--- src/hdl/assert_macros.svh ---
// Assertion macros for the RTL of the batcher.
`ifndef ASSERT_MACROS_SVH
`define ASSERT_MACROS_SVH

// Checks a property at every rising clock edge while reset is released.
`define ASSERT_CLK(label, clk, rst_n, prop, msg) \
    label: assert property (@(posedge clk) disable iff (!rst_n) (prop)) else $error(msg);

// Checks that a condition never holds at a rising clock edge outside reset.
`define ASSERT_NEVER(label, clk, rst_n, cond, msg) \
    label: assert property (@(posedge clk) disable iff (!rst_n) !(cond)) else $error(msg);

`endif

--- src/hdl/sotb_pkg.sv ---
// Shared types, constants and a helper function of the size or timeout batcher.
package sotb_pkg;

    localparam int QUEUE_DEPTH    = 64;
    localparam int HANDLE_BITS    = 16;
    localparam int TIME_BITS      = 32;
    localparam int IDX_BITS       = $clog2(QUEUE_DEPTH);
    localparam int CNT_BITS       = $clog2(QUEUE_DEPTH + 1);
    localparam int BATCH_BITS     = 7;
    localparam int WAIT_BITS      = 16;
    localparam int CFG_DATA_BITS  = 16;
    localparam int OUT_COUNT_BITS = 7;
    localparam int CMP_BITS       = (TIME_BITS > WAIT_BITS) ? TIME_BITS : WAIT_BITS;

    typedef enum logic [1:0] {
        CMD_ENQUEUE = 2'd0,
        CMD_TICK    = 2'd1,
        CMD_DRAIN   = 2'd2,
        CMD_UNUSED  = 2'd3
    } command_t;

    localparam logic [1:0] ERR_OK    = 2'd0;
    localparam logic [1:0] ERR_EMPTY = 2'd1;
    localparam logic [1:0] ERR_FULL  = 2'd2;

    localparam logic CFG_BATCH_SIZE = 1'b0;
    localparam logic CFG_WAIT_TICKS = 1'b1;

    typedef struct packed {
        logic [HANDLE_BITS-1:0] id;
        logic [TIME_BITS-1:0]   stamp;
    } entry_t;

    typedef struct packed {
        logic load;
        logic shift;
    } cell_ctrl_t;

    // Zero acts as one and anything above the queue depth acts as the depth.
    function automatic logic [CNT_BITS-1:0] effective_batch(input logic [BATCH_BITS-1:0] size);
        logic [CNT_BITS-1:0] eff;
        if (size == '0)
        begin
            eff = CNT_BITS'(1);
        end
        else if (int'(size) > QUEUE_DEPTH)
        begin
            eff = CNT_BITS'(QUEUE_DEPTH);
        end
        else
        begin
            eff = CNT_BITS'(size);
        end
        return eff;
    endfunction

endpackage

--- src/hdl/sotb_cell.sv ---
// One storage cell of the handle chain: loads a new entry or takes its right neighbor's.
module sotb_cell
    import sotb_pkg::*;
(
    input  logic       clk,
    input  cell_ctrl_t ctrl,
    input  entry_t     load_data,
    input  entry_t     next_data,
    output entry_t     data
);

    entry_t data_reg;

    always_ff @(posedge clk)
    begin
        priority if (ctrl.load)
        begin
            data_reg <= load_data;
        end
        else if (ctrl.shift)
        begin
            data_reg <= next_data;
        end
        else
        begin
            data_reg <= data_reg;
        end
    end

    assign data = data_reg;

endmodule

--- src/hdl/size_or_timeout_batcher.sv ---
// Top level of the size or timeout batcher: queue chain, drain chain and control.
//
//   channel   | handshake            | payload
//   ----------+----------------------+-------------------------------------------
//   command   | start, busy          | command, request_id
//   result    | valid (strobe)       | batch_item, out_request_id, last_of_batch,
//             |                      | batch_ready, timed_out, waiting_count,
//             |                      | error_code
//   config    | cfg_wr_en            | cfg_index, cfg_data
//
// Enqueue, tick and an empty drain make the update at accept and register the status result in
// S_REPORT; it is shown in the cycle in which busy drops again.
// A drain of n handles passes from the accept through S_MOVE, which moves n handles out of the
// head cell of the queue chain into the drain chain, and then S_EMIT, which delivers one handle
// per cycle.
// Reset clears control state only; the cells hold no reset and need no clearing pass.
// The receiver cannot stall; a result is on the ports for exactly one cycle.
`include "assert_macros.svh"

module size_or_timeout_batcher
    import sotb_pkg::*;
(
    input  logic                      clk,
    input  logic                      rst_n,
    input  logic                      start,
    output logic                      busy,
    input  logic [1:0]                command,
    input  logic [HANDLE_BITS-1:0]    request_id,
    input  logic                      cfg_wr_en,
    input  logic                      cfg_index,
    input  logic [CFG_DATA_BITS-1:0]  cfg_data,
    output logic                      valid,
    output logic                      batch_item,
    output logic [HANDLE_BITS-1:0]    out_request_id,
    output logic                      last_of_batch,
    output logic                      batch_ready,
    output logic                      timed_out,
    output logic [OUT_COUNT_BITS-1:0] waiting_count,
    output logic [1:0]                error_code
);

    typedef enum logic [1:0] {
        S_IDLE,
        S_REPORT,
        S_MOVE,
        S_EMIT
    } state_t;

    state_t                   state_reg;
    logic [CNT_BITS-1:0]      count_reg;
    logic [TIME_BITS-1:0]     tick_reg;
    logic [BATCH_BITS-1:0]    batch_size_reg;
    logic [WAIT_BITS-1:0]     wait_ticks_reg;
    logic [1:0]               err_reg;
    logic [CNT_BITS-1:0]      n_reg;
    logic [IDX_BITS-1:0]      k_reg;
    logic [CNT_BITS-1:0]      rem_reg;

    logic                     valid_reg;
    logic                     batch_item_reg;
    logic [HANDLE_BITS-1:0]   out_id_reg;
    logic                     last_reg;
    logic                     ready_reg;
    logic                     timed_out_reg;
    logic [CNT_BITS-1:0]      wcount_reg;
    logic [1:0]               err_out_reg;

    entry_t                   main_q   [QUEUE_DEPTH];
    cell_ctrl_t               main_ctl [QUEUE_DEPTH];
    entry_t                   drain_q   [QUEUE_DEPTH];
    cell_ctrl_t               drain_ctl [QUEUE_DEPTH];

    logic                     accept;
    logic                     enq_write;
    logic [CNT_BITS-1:0]      eff_batch;
    logic [TIME_BITS-1:0]     age;
    logic                     status_timed_out;
    logic                     status_ready;
    entry_t                   enq_entry;
    entry_t                   drain_entry;

    assign busy      = (state_reg != S_IDLE);
    assign accept    = start && !busy;
    assign enq_write = accept && (command_t'(command) == CMD_ENQUEUE)
                       && (count_reg < CNT_BITS'(QUEUE_DEPTH));
    assign eff_batch = effective_batch(batch_size_reg);

    // Status always looks at the head cell and the count as they stand now.
    assign age              = tick_reg - main_q[0].stamp;
    assign status_timed_out = (count_reg != '0)
                              && (CMP_BITS'(age) >= CMP_BITS'(wait_ticks_reg));
    assign status_ready     = (count_reg != '0)
                              && ((count_reg >= eff_batch) || status_timed_out);

    assign enq_entry   = '{id: request_id, stamp: tick_reg};
    assign drain_entry = '{id: main_q[0].id, stamp: '0};

    // The queue chain holds waiting entries oldest first; a new entry lands in the
    // first free cell and a drain step moves every cell one place toward the head.
    for (genvar i = 0; i < QUEUE_DEPTH; i++)
    begin : g_main
        entry_t next_main;
        if (i == QUEUE_DEPTH - 1)
        begin : g_end
            assign next_main = main_q[i];
        end
        else
        begin : g_mid
            assign next_main = main_q[i + 1];
        end
        assign main_ctl[i].load  = enq_write && (count_reg == CNT_BITS'(i));
        assign main_ctl[i].shift = (state_reg == S_MOVE);

        sotb_cell u_main_cell (
            .clk       (clk),
            .ctrl      (main_ctl[i]),
            .load_data (enq_entry),
            .next_data (next_main),
            .data      (main_q[i])
        );
    end

    // The drain chain collects the handles of one batch in order and then shifts
    // them out of its head cell, one per cycle.
    for (genvar i = 0; i < QUEUE_DEPTH; i++)
    begin : g_drain
        entry_t next_drain;
        if (i == QUEUE_DEPTH - 1)
        begin : g_end
            assign next_drain = drain_q[i];
        end
        else
        begin : g_mid
            assign next_drain = drain_q[i + 1];
        end
        assign drain_ctl[i].load  = (state_reg == S_MOVE) && (k_reg == IDX_BITS'(i));
        assign drain_ctl[i].shift = (state_reg == S_EMIT);

        sotb_cell u_drain_cell (
            .clk       (clk),
            .ctrl      (drain_ctl[i]),
            .load_data (drain_entry),
            .next_data (next_drain),
            .data      (drain_q[i])
        );
    end

    always_ff @(posedge clk or negedge rst_n)
    begin
        if (!rst_n)
        begin
            state_reg      <= S_IDLE;
            count_reg      <= '0;
            tick_reg       <= '0;
            batch_size_reg <= BATCH_BITS'(8);
            wait_ticks_reg <= WAIT_BITS'(10);
            err_reg        <= ERR_OK;
            n_reg          <= '0;
            k_reg          <= '0;
            rem_reg        <= '0;
            valid_reg      <= 1'b0;
            batch_item_reg <= 1'b0;
            out_id_reg     <= '0;
            last_reg       <= 1'b0;
            ready_reg      <= 1'b0;
            timed_out_reg  <= 1'b0;
            wcount_reg     <= '0;
            err_out_reg    <= ERR_OK;
        end
        else
        begin
            valid_reg <= 1'b0;

            if (cfg_wr_en)
            begin
                unique case (cfg_index)
                    CFG_BATCH_SIZE: batch_size_reg <= cfg_data[BATCH_BITS-1:0];
                    CFG_WAIT_TICKS: wait_ticks_reg <= cfg_data[WAIT_BITS-1:0];
                endcase
            end

            unique case (state_reg)
                S_IDLE:
                begin
                    if (accept)
                    begin
                        unique case (command_t'(command))
                            CMD_ENQUEUE:
                            begin
                                if (enq_write)
                                begin
                                    count_reg <= count_reg + 1'b1;
                                    err_reg   <= ERR_OK;
                                end
                                else
                                begin
                                    err_reg <= ERR_FULL;
                                end
                                state_reg <= S_REPORT;
                            end
                            CMD_TICK:
                            begin
                                tick_reg  <= tick_reg + 1'b1;
                                err_reg   <= ERR_OK;
                                state_reg <= S_REPORT;
                            end
                            CMD_DRAIN:
                            begin
                                if (count_reg == '0)
                                begin
                                    err_reg   <= ERR_EMPTY;
                                    state_reg <= S_REPORT;
                                end
                                else
                                begin
                                    n_reg     <= (eff_batch < count_reg) ? eff_batch : count_reg;
                                    k_reg     <= '0;
                                    state_reg <= S_MOVE;
                                end
                            end
                            CMD_UNUSED:
                            begin
                                state_reg <= S_IDLE;
                            end
                        endcase
                    end
                end
                S_REPORT:
                begin
                    valid_reg      <= 1'b1;
                    batch_item_reg <= 1'b0;
                    out_id_reg     <= '0;
                    last_reg       <= 1'b0;
                    ready_reg      <= status_ready;
                    timed_out_reg  <= status_timed_out;
                    wcount_reg     <= count_reg;
                    err_out_reg    <= err_reg;
                    state_reg      <= S_IDLE;
                end
                S_MOVE:
                begin
                    count_reg <= count_reg - 1'b1;
                    k_reg     <= k_reg + 1'b1;
                    if (CNT_BITS'(k_reg) + CNT_BITS'(1) == n_reg)
                    begin
                        rem_reg   <= n_reg;
                        state_reg <= S_EMIT;
                    end
                end
                S_EMIT:
                begin
                    // The queue no longer changes here, so every handle carries the
                    // status as it stands after the whole drain.
                    valid_reg      <= 1'b1;
                    batch_item_reg <= 1'b1;
                    out_id_reg     <= drain_q[0].id;
                    last_reg       <= (rem_reg == CNT_BITS'(1));
                    ready_reg      <= status_ready;
                    timed_out_reg  <= status_timed_out;
                    wcount_reg     <= count_reg;
                    err_out_reg    <= ERR_OK;
                    rem_reg        <= rem_reg - 1'b1;
                    if (rem_reg == CNT_BITS'(1))
                    begin
                        state_reg <= S_IDLE;
                    end
                end
            endcase
        end
    end

    assign valid          = valid_reg;
    assign batch_item     = batch_item_reg;
    assign out_request_id = out_id_reg;
    assign last_of_batch  = last_reg;
    assign batch_ready    = ready_reg;
    assign timed_out      = timed_out_reg;
    assign waiting_count  = OUT_COUNT_BITS'(wcount_reg);
    assign error_code     = err_out_reg;

    `ASSERT_CLK(a_count_bound, clk, rst_n, count_reg <= CNT_BITS'(QUEUE_DEPTH),
                "queue count beyond depth")
    `ASSERT_CLK(a_item_no_error, clk, rst_n, (valid && batch_item) |-> (error_code == ERR_OK),
                "drained handle carries an error")
    `ASSERT_CLK(a_last_is_item, clk, rst_n, (valid && last_of_batch) |-> batch_item,
                "last mark on a status transaction")
    `ASSERT_CLK(a_emit_count_stable, clk, rst_n, (state_reg == S_EMIT) |=> $stable(count_reg),
                "queue count moved while a batch is delivered")
    `ASSERT_NEVER(a_move_empty, clk, rst_n, (state_reg == S_MOVE) && (count_reg == '0),
                  "drain step on an empty queue")

endmodule

--- config.mk ---
export PLATFORM = sky130hd
export DESIGN_NAME = size_or_timeout_batcher
export DESIGN_NICKNAME = d
export VERILOG_FILES = /design/src/hdl/sotb_pkg.sv /design/src/hdl/sotb_cell.sv /design/src/hdl/size_or_timeout_batcher.sv
export VERILOG_INCLUDE_DIRS = /design/src /design/src/hdl
export SDC_FILE = /design/constraint.sdc
export NUM_CORES = 2
export LEC_CHECK = 0
export BUFFER_PORTS_ARGS = -buffer_cell sky130_fd_sc_hd__buf_2
export CAP_MARGIN = 20
export CORE_MARGIN = 2
export CORE_UTILIZATION = 45
export DETAILED_ROUTE_END_ITERATION = 10
export PLACE_DENSITY = 0.62
export SLEW_MARGIN = 0
export SYNTH_ARGS = -nofsm -noshare
export SYNTH_HDL_FRONTEND = slang
export SYNTH_SLANG_ARGS = --single-unit
--- constraint.sdc ---
create_clock -name clk -period 6.9 [get_ports clk]
set_input_delay 0.345 -clock clk [delete_from_list [all_inputs] [get_ports clk]]
set_output_delay 0.345 -clock clk [all_outputs]
set_load 0.01 [all_outputs]
# Word level (Yosys, flattened, before mapping)

Index checks and enable logic that the tools add are counted.

Bits in registers: 4212
Input port bits: 39
Output and inout bits: 31

Add/subtract/negate cells: 7
Magnitude comparators: 5
Equal/unequal tests: 142
Mux-type cells: 279
Bitwise operators: 2
Reductions and logical operators: 283

Operator list:

| kind                                              | count |
|---|---|
| two-way mux 48 bit                                | 252 |
| nonzero test 2 bit                                | 130 |
| == test 7 x 6 -> 1 bit (second input constant)    | 32 |
| == test 6 bit (second input constant)             | 32 |
| logical AND 1 bit                                 | 133 |
| == test 7 x 5 -> 1 bit (second input constant)    | 16 |
| == test 6 x 5 -> 1 bit (second input constant)    | 16 |
| == test 7 x 4 -> 1 bit (second input constant)    | 8 |
| two-way mux 7 bit                                 | 7 |
| == test 6 x 4 -> 1 bit (second input constant)    | 8 |
| adder 32 x 1 -> 32 bit (second input constant)    | 1 |
| greater-or-equal comparator 32 x 16 -> 1 bit      | 1 |
| case mux 16 bit (2 select lines)                  | 1 |
| subtractor 32 bit                                 | 1 |
| == test 7 x 3 -> 1 bit (second input constant)    | 4 |
| case mux 7 bit (2 select lines)                   | 2 |
| == test 6 x 3 -> 1 bit (second input constant)    | 4 |
| two-way mux 6 bit                                 | 3 |
| AND reduction 4 bit                               | 4 |
| == test 7 x 1 -> 1 bit (second input constant)    | 2 |
| == test 7 x 2 -> 1 bit (second input constant)    | 2 |
| zero test 7 bit                                   | 2 |
| subtractor 7 x 1 -> 7 bit (second input constant) | 2 |
| == test 6 x 2 -> 1 bit (second input constant)    | 2 |
| 30 further kinds                                  | 53 |

# Longest topological paths before layout

Word-level depth: 9
Mapped depth: 22
Mapped depth without buffers: 21

# By module

A second synthesis with hierarchy kept.

Cells, all modules: 14141
Area, all modules: 273253.3 um2

By module, submodules not included:

| module                  | times used | cells an instance | area an instance (um2) |
|---|---|---|---|
| sotb_cell               | 128        | 102               | 2067.0 |
| size_or_timeout_batcher | 1          | 1085              | 8679.6 |

# Worst setup path before layout

OpenSTA, ideal clock, no wires.

Path type: reg2reg
Start: register state_reg[0]
End: register g_main[11].u_main_cell.data_reg (netlist bit g_main[11].u_main_cell.data[0]), enable pin
Arrival: 5025 ps
Slack: 1355 ps
Stages on the path, launching flop included: 9
Path buffers: 3
Path through: dfrtp_1 buf_2 or2_1 nor2_4 and3_1 buf_4 buf_4 nand3_1 o21ai_0

Longest elaborated chain between the ends: 7
Elaborated cells on any way between the ends: 8

RTL lines:

| element                      | RTL line                       | RTL |
|---|---|---|
| start: declaration           | size_or_timeout_batcher.sv:49  | `state_t state_reg;` |
| start signal: assignment     | size_or_timeout_batcher.sv:152 | `state_reg <= S_IDLE;` |
| start signal: assignment     | size_or_timeout_batcher.sv:199 | `state_reg <= S_REPORT;` |
| start signal: assignment     | size_or_timeout_batcher.sv:205 | `state_reg <= S_REPORT;` |
| nonzero test 2 bit           | size_or_timeout_batcher.sv:82  | `assign busy = (state_reg != S_IDLE);` |
| named net busy               | size_or_timeout_batcher.sv:26  | `output logic busy,` |
| zero test 1 bit              | size_or_timeout_batcher.sv:83  | `assign accept = start && !busy;` |
| logical AND 1 bit            | size_or_timeout_batcher.sv:83  |  |
| logical AND 1 bit            | size_or_timeout_batcher.sv:84  | `assign enq_write = accept && (command_t'(command) == CMD_ENQUEUE)` |
| logical AND 1 bit            | size_or_timeout_batcher.sv:85  | `&& (count_reg < CNT_BITS'(QUEUE_DEPTH));` |
| logical AND 1 bit            | size_or_timeout_batcher.sv:111 | `assign main_ctl[i].load = enq_write && (count_reg == CNT_BITS'(i));` |
| nonzero test 2 bit (no line) | n/a                            |  |
| end signal: assignment       | sotb_cell.sv:18                | `data_reg <= load_data;` |
| end signal: assignment       | sotb_cell.sv:22                | `data_reg <= next_data;` |
| end signal: assignment       | sotb_cell.sv:26                | `data_reg <= data_reg;` |
| end: declaration             | sotb_cell.sv:12                | `entry_t data_reg;` |

The timed path passes the listed nets, and every way through them passes these cells.
A chain may end at the register's enable or synchronous reset.

# Final worst setup path

Start: register tick_reg[4]
End: register ready_reg (netlist: batch_ready)

Longest elaborated chain between the ends: 5

RTL lines:

| element                                      | RTL line                       | RTL |
|---|---|---|
| start: declaration                           | size_or_timeout_batcher.sv:51  | `logic [TIME_BITS-1:0] tick_reg;` |
| start signal: assignment                     | size_or_timeout_batcher.sv:203 | `tick_reg <= tick_reg + 1'b1;` |
| subtractor 32 bit                            | size_or_timeout_batcher.sv:89  | `assign age = tick_reg - main_q[0].stamp;` |
| greater-or-equal comparator 32 x 16 -> 1 bit | size_or_timeout_batcher.sv:91  | `&& (CMP_BITS'(age) >= CMP_BITS'(wait_ticks_reg));` |
| logical AND 1 bit                            | size_or_timeout_batcher.sv:91  |  |
| logical OR 1 bit                             | size_or_timeout_batcher.sv:93  | `&& ((count_reg >= eff_batch) \|\| status_timed_out);` |
| logical AND 1 bit                            | size_or_timeout_batcher.sv:93  |  |
| end signal: assignment                       | size_or_timeout_batcher.sv:234 | `ready_reg <= status_ready;` |
| end signal: assignment                       | size_or_timeout_batcher.sv:258 | `ready_reg <= status_ready;` |
| end: declaration                             | size_or_timeout_batcher.sv:63  | `logic ready_reg;` |

No other way between the ends.

==> impl_metrics.json <==
{
  "cts_tree": "built",
  "synth_flop_cell": "edfxtp_1",
  "hold_class": "in2reg",
  "cts_resized": 0,
  "p_total_uw": 93580,
  "min_delay_path_depth": 3,
  "cp_max_fo": 30,
  "async_flop_share_pct": 2.754,
  "placement.cell_area_um2": 188100,
  "rsz0062_at_grt": "no",
  "synth-simple-area-share_pct": 1.172,
  "totalWireLength_mm": 402.6,
  "status": "finished clean",
  "grt_overflow": 0,
  "critPathArrivalTime_ps": 5850,
  "p_leak_uw": 0.06788,
  "grt_usage_pct": 19.42,
  "skew_ps": 57.85,
  "r2r_start": "tick_reg[4]$_DFFE_PN0P_",
  "synth_top_family_by_area": "multiplexers",
  "setup_viol": 0,
  "cts_hold_buffers": 40,
  "boundaryPins": 70,
  "num_vias": 88320,
  "crit_path_end_kind": "flop",
  "final_common_cell": "edfxtp_1",
  "post_cts_buffers": 0,
  "grt_start_max_net_pins": 69,
  "cpMaxStageDelayCell": "dfrtp_4",
  "crit_type": "reg2reg",
  "relSlewSlack_pct": 22.31,
  "final_nets": 10250,
  "synth_compound_area_share_pct": 1.079,
  "busiest_layer": "met2",
  "netlist-cell-type-count": 65,
  "via_per_inst": 5.594,
  "netlist_top_cells_area": "edfxtp_1 68%, mux2_2 24%, mux2_1 1.6%, dfrtp_1 1.6%, clkbuf_1 1.1%",
  "dp.final_hpwl_mm": 239.6,
  "crit_buf_inv": 0,
  "synth_top_area_share_pct": 67.76,
  "fmax_mhz": 199.0,
  "critPathLaunch": "tick_reg[4]$_DFFE_PN0P_",
  "largest_register_ffs": 3072,
  "fin_area_um2": 202700,
  "ir_drop_uv": 310.7,
  "antenna_found_initial": 23,
  "grt_pass1_wl_mm": 611.9,
  "r2r_setup_slack_ps": 1870,
  "cp-start-kind": "flop",
  "dr.pass1.iters": 7,
  "place.gp.congestion": 0.8245,
  "syn_area_um2": 181500,
  "synth_fa_ha_area_share_pct": 0.4936,
  "dieArea_um2": 408400,
  "post-route-drc-count": 0,
  "required_ps": 7730,
  "grt_pass1_vias": 95350,
  "synth-edff-count": 4096,
  "gr-usage-met2_pct": 34.50,
  "final_antenna_net_count": 0,
  "area_growth_pct": 11.69,
  "initial_core_util_pct": 45.12,
  "yosysSeqAreaShare_pct": 69.37,
  "crit_chain": "ha_1 -> and2_1 -> a221o_1 -> o21ai_1 -> nand2_1 -> nand3_1 -> nand2_1 -> a21oi_1 -> o21bai_1 -> xor2_1 -> ha_1 -> and4_1 -> a221oi_1 -> nand2_1 -> a2111oi_2 -> a31oi_1 -> a2111o_1 -> nor4_1 -> nor2_1",
  "tns_ps": 0,
  "timing_hold_violations_final": 0,
  "synthMuxAreaShare_pct": 25.21,
  "drive_above_1_share_pct": 47.24,
  "r2r_cells": 19,
  "crit_path_frequent_cell": "nand2_1",
  "cts_buffer_depth": 4,
  "drt_iter0_markers": 7055,
  "cpPeakStageDelay_ps": 640,
  "synth_fp_nets": 10290,
  "io_buffers": 69,
  "core_area_um2": 402300,
  "fin_crit_sh_pct": 72.83,
  "die_x_um": 639.1,
  "r2r_end": "batch_ready$_DFFE_PN0P_",
  "layout_common_cells": "4,096 x edfxtp_1, 3,801 x mux2_2, 444 x clkbuf_16",
  "drv_cap": 0,
  "cts_buffers": 438,
  "clk_pin_slew_ps": 60,
  "period_minus_slack_ps": 5025,
  "wl_per_cell_um": 25.50,
  "yosys_warnings": 0,
  "synth_cells": 10180,
  "grt_use_met1_pct": 24.88,
  "htree_num_levels": 5,
  "yosysTopAreaCell": "edfxtp_1",
  "rows": 233,
  "power_density_nw_per_um2": 461.6,
  "syn-mean-instance-area_um2": 17.83,
  "hold_end": "batch_size_reg[2]$_DFFE_PN0P_",
  "hp-start": "cfg_wr_en",
  "numClockSinks": 4212,
  "clockRootBuffer": "clkbuf_16",
  "use_met3_pct": 2.680,
  "worstMarginPinSlew_ps": 1165,
  "critPathTopFamily": "compound AO/OA/AOI/OAI gates",
  "die_h_um": 639.1,
  "synth-seq-cells": 4212,
  "finalMaxSlewViolations": 0,
  "synth-xor-area-share_pct": 0.3378,
  "insertion_delay_ps": 1000
}
## layer usage
| layer | vias to the layer above | wire length, um |
|---|---|---|
| met2 | 1885 | 206700 |
| met1 | 46710 | 167200 |
| met3 | 631 | 17900 |
| met4 | 2 | 10800 |
| li1 | 39090 | - |
| met5 | - | 13 |
## Yosys cell counts (26+ instances only)
master    number
buf_2        272
ha_1          70
nor2_1       159
dfrtp_1      113
nand3_1       31
mux2_2      3801
nand4_1       26
o21ai_0      163
nand2_1      137
xnor2_1       47
buf_1         36
clkbuf_1     533
inv_1         71
mux2_1       256
buf_4         64
a21oi_1       56
edfxtp_1    4096
## worst register-to-register path: stages, from the launching register on
cell and delay [ps]:
dfrtp_4 640, ha_1 420, and2_1 180, a221o_1 360, o21ai_1 320, nand2_1 140
nand3_1 100, nand2_1 90, a21oi_1 180, o21bai_1 90, xor2_1 160, ha_1 300
and4_1 200, a221oi_1 350, nand2_1 150, a2111oi_2 300, a31oi_1 70, a2111o_1 430
nor4_1 340, nor2_1 70
## cells by family (layout without fill, tap and decap cells)
| logic type | Yosys count | in the layout |
|---|---|---|
| and+or+nand+nor | 459 | 459 |
| other | 0 | 1 |
| muxes | 4065 | 4065 |
| xor gates and xnor gates | 70 | 70 |
| adders and majority gates | 71 | 71 |
| DFF | 4212 | 4212 |
| buffers and inverters | 976 | 1299 |
| AOI/OAI and AO/OA | 325 | 325 |
## through the flow
| stage | setup WS, ps | instances | utilization (%) | hold WS, ps |
|---|---|---|---|---|
| CTS | 1851 | 15760 | 50.30 | 2.471 |
| finish | 1875 | 15790 | 50.39 | 70.29 |
| floorplan | 1355 | 10180 | - | 49.41 |
| global route | 1534 | 15790 | 50.39 | 63.33 |
| detailed placement | 1887 | 14910 | 46.74 | 356.3 |
| global placement | 1667 | 14890 | 46.68 | 348.5 |
## report_power, final
part / leakage [uW] / total (uW) / internal (uW) / switching [uW]
clock: 0.00678 / 23200 / 13200 / 9960
combinational: 0.0194 / 21200 / 8870 / 12300
sequential: 0.0417 / 49200 / 45600 / 3570
## final cells by class
type | count | area (um^2)
sequential | 4212 | 126000
fill | 32230 | 199600
inverter | 71 | 266.5
clock inverter | 261 | 2420
multi-input combinational | 4990 | 52580
timing repair buffer | 424 | 3311
clock buffer | 543 | 11500
antenna | 1 | 2.502
tap | 5287 | 6615
## how the worst max path moves through the flow
stage,end,slack [ps],cells after the start
2_1_floorplan,g_main[11].u_main_cell.data[0]$_DFFE_PP_,1360,8
3_3_place_gp,timed_out$_DFFE_PN0P_,1670,19
3_5_place_dp,batch_ready$_DFFE_PN0P_,1890,19
4_1_cts,batch_ready$_DFFE_PN0P_,1850,19
5_1_grt,batch_ready$_DFFE_PN0P_,1530,19
6_report,batch_ready$_DFFE_PN0P_,1870,19
(Power assumes the default switching activity.)
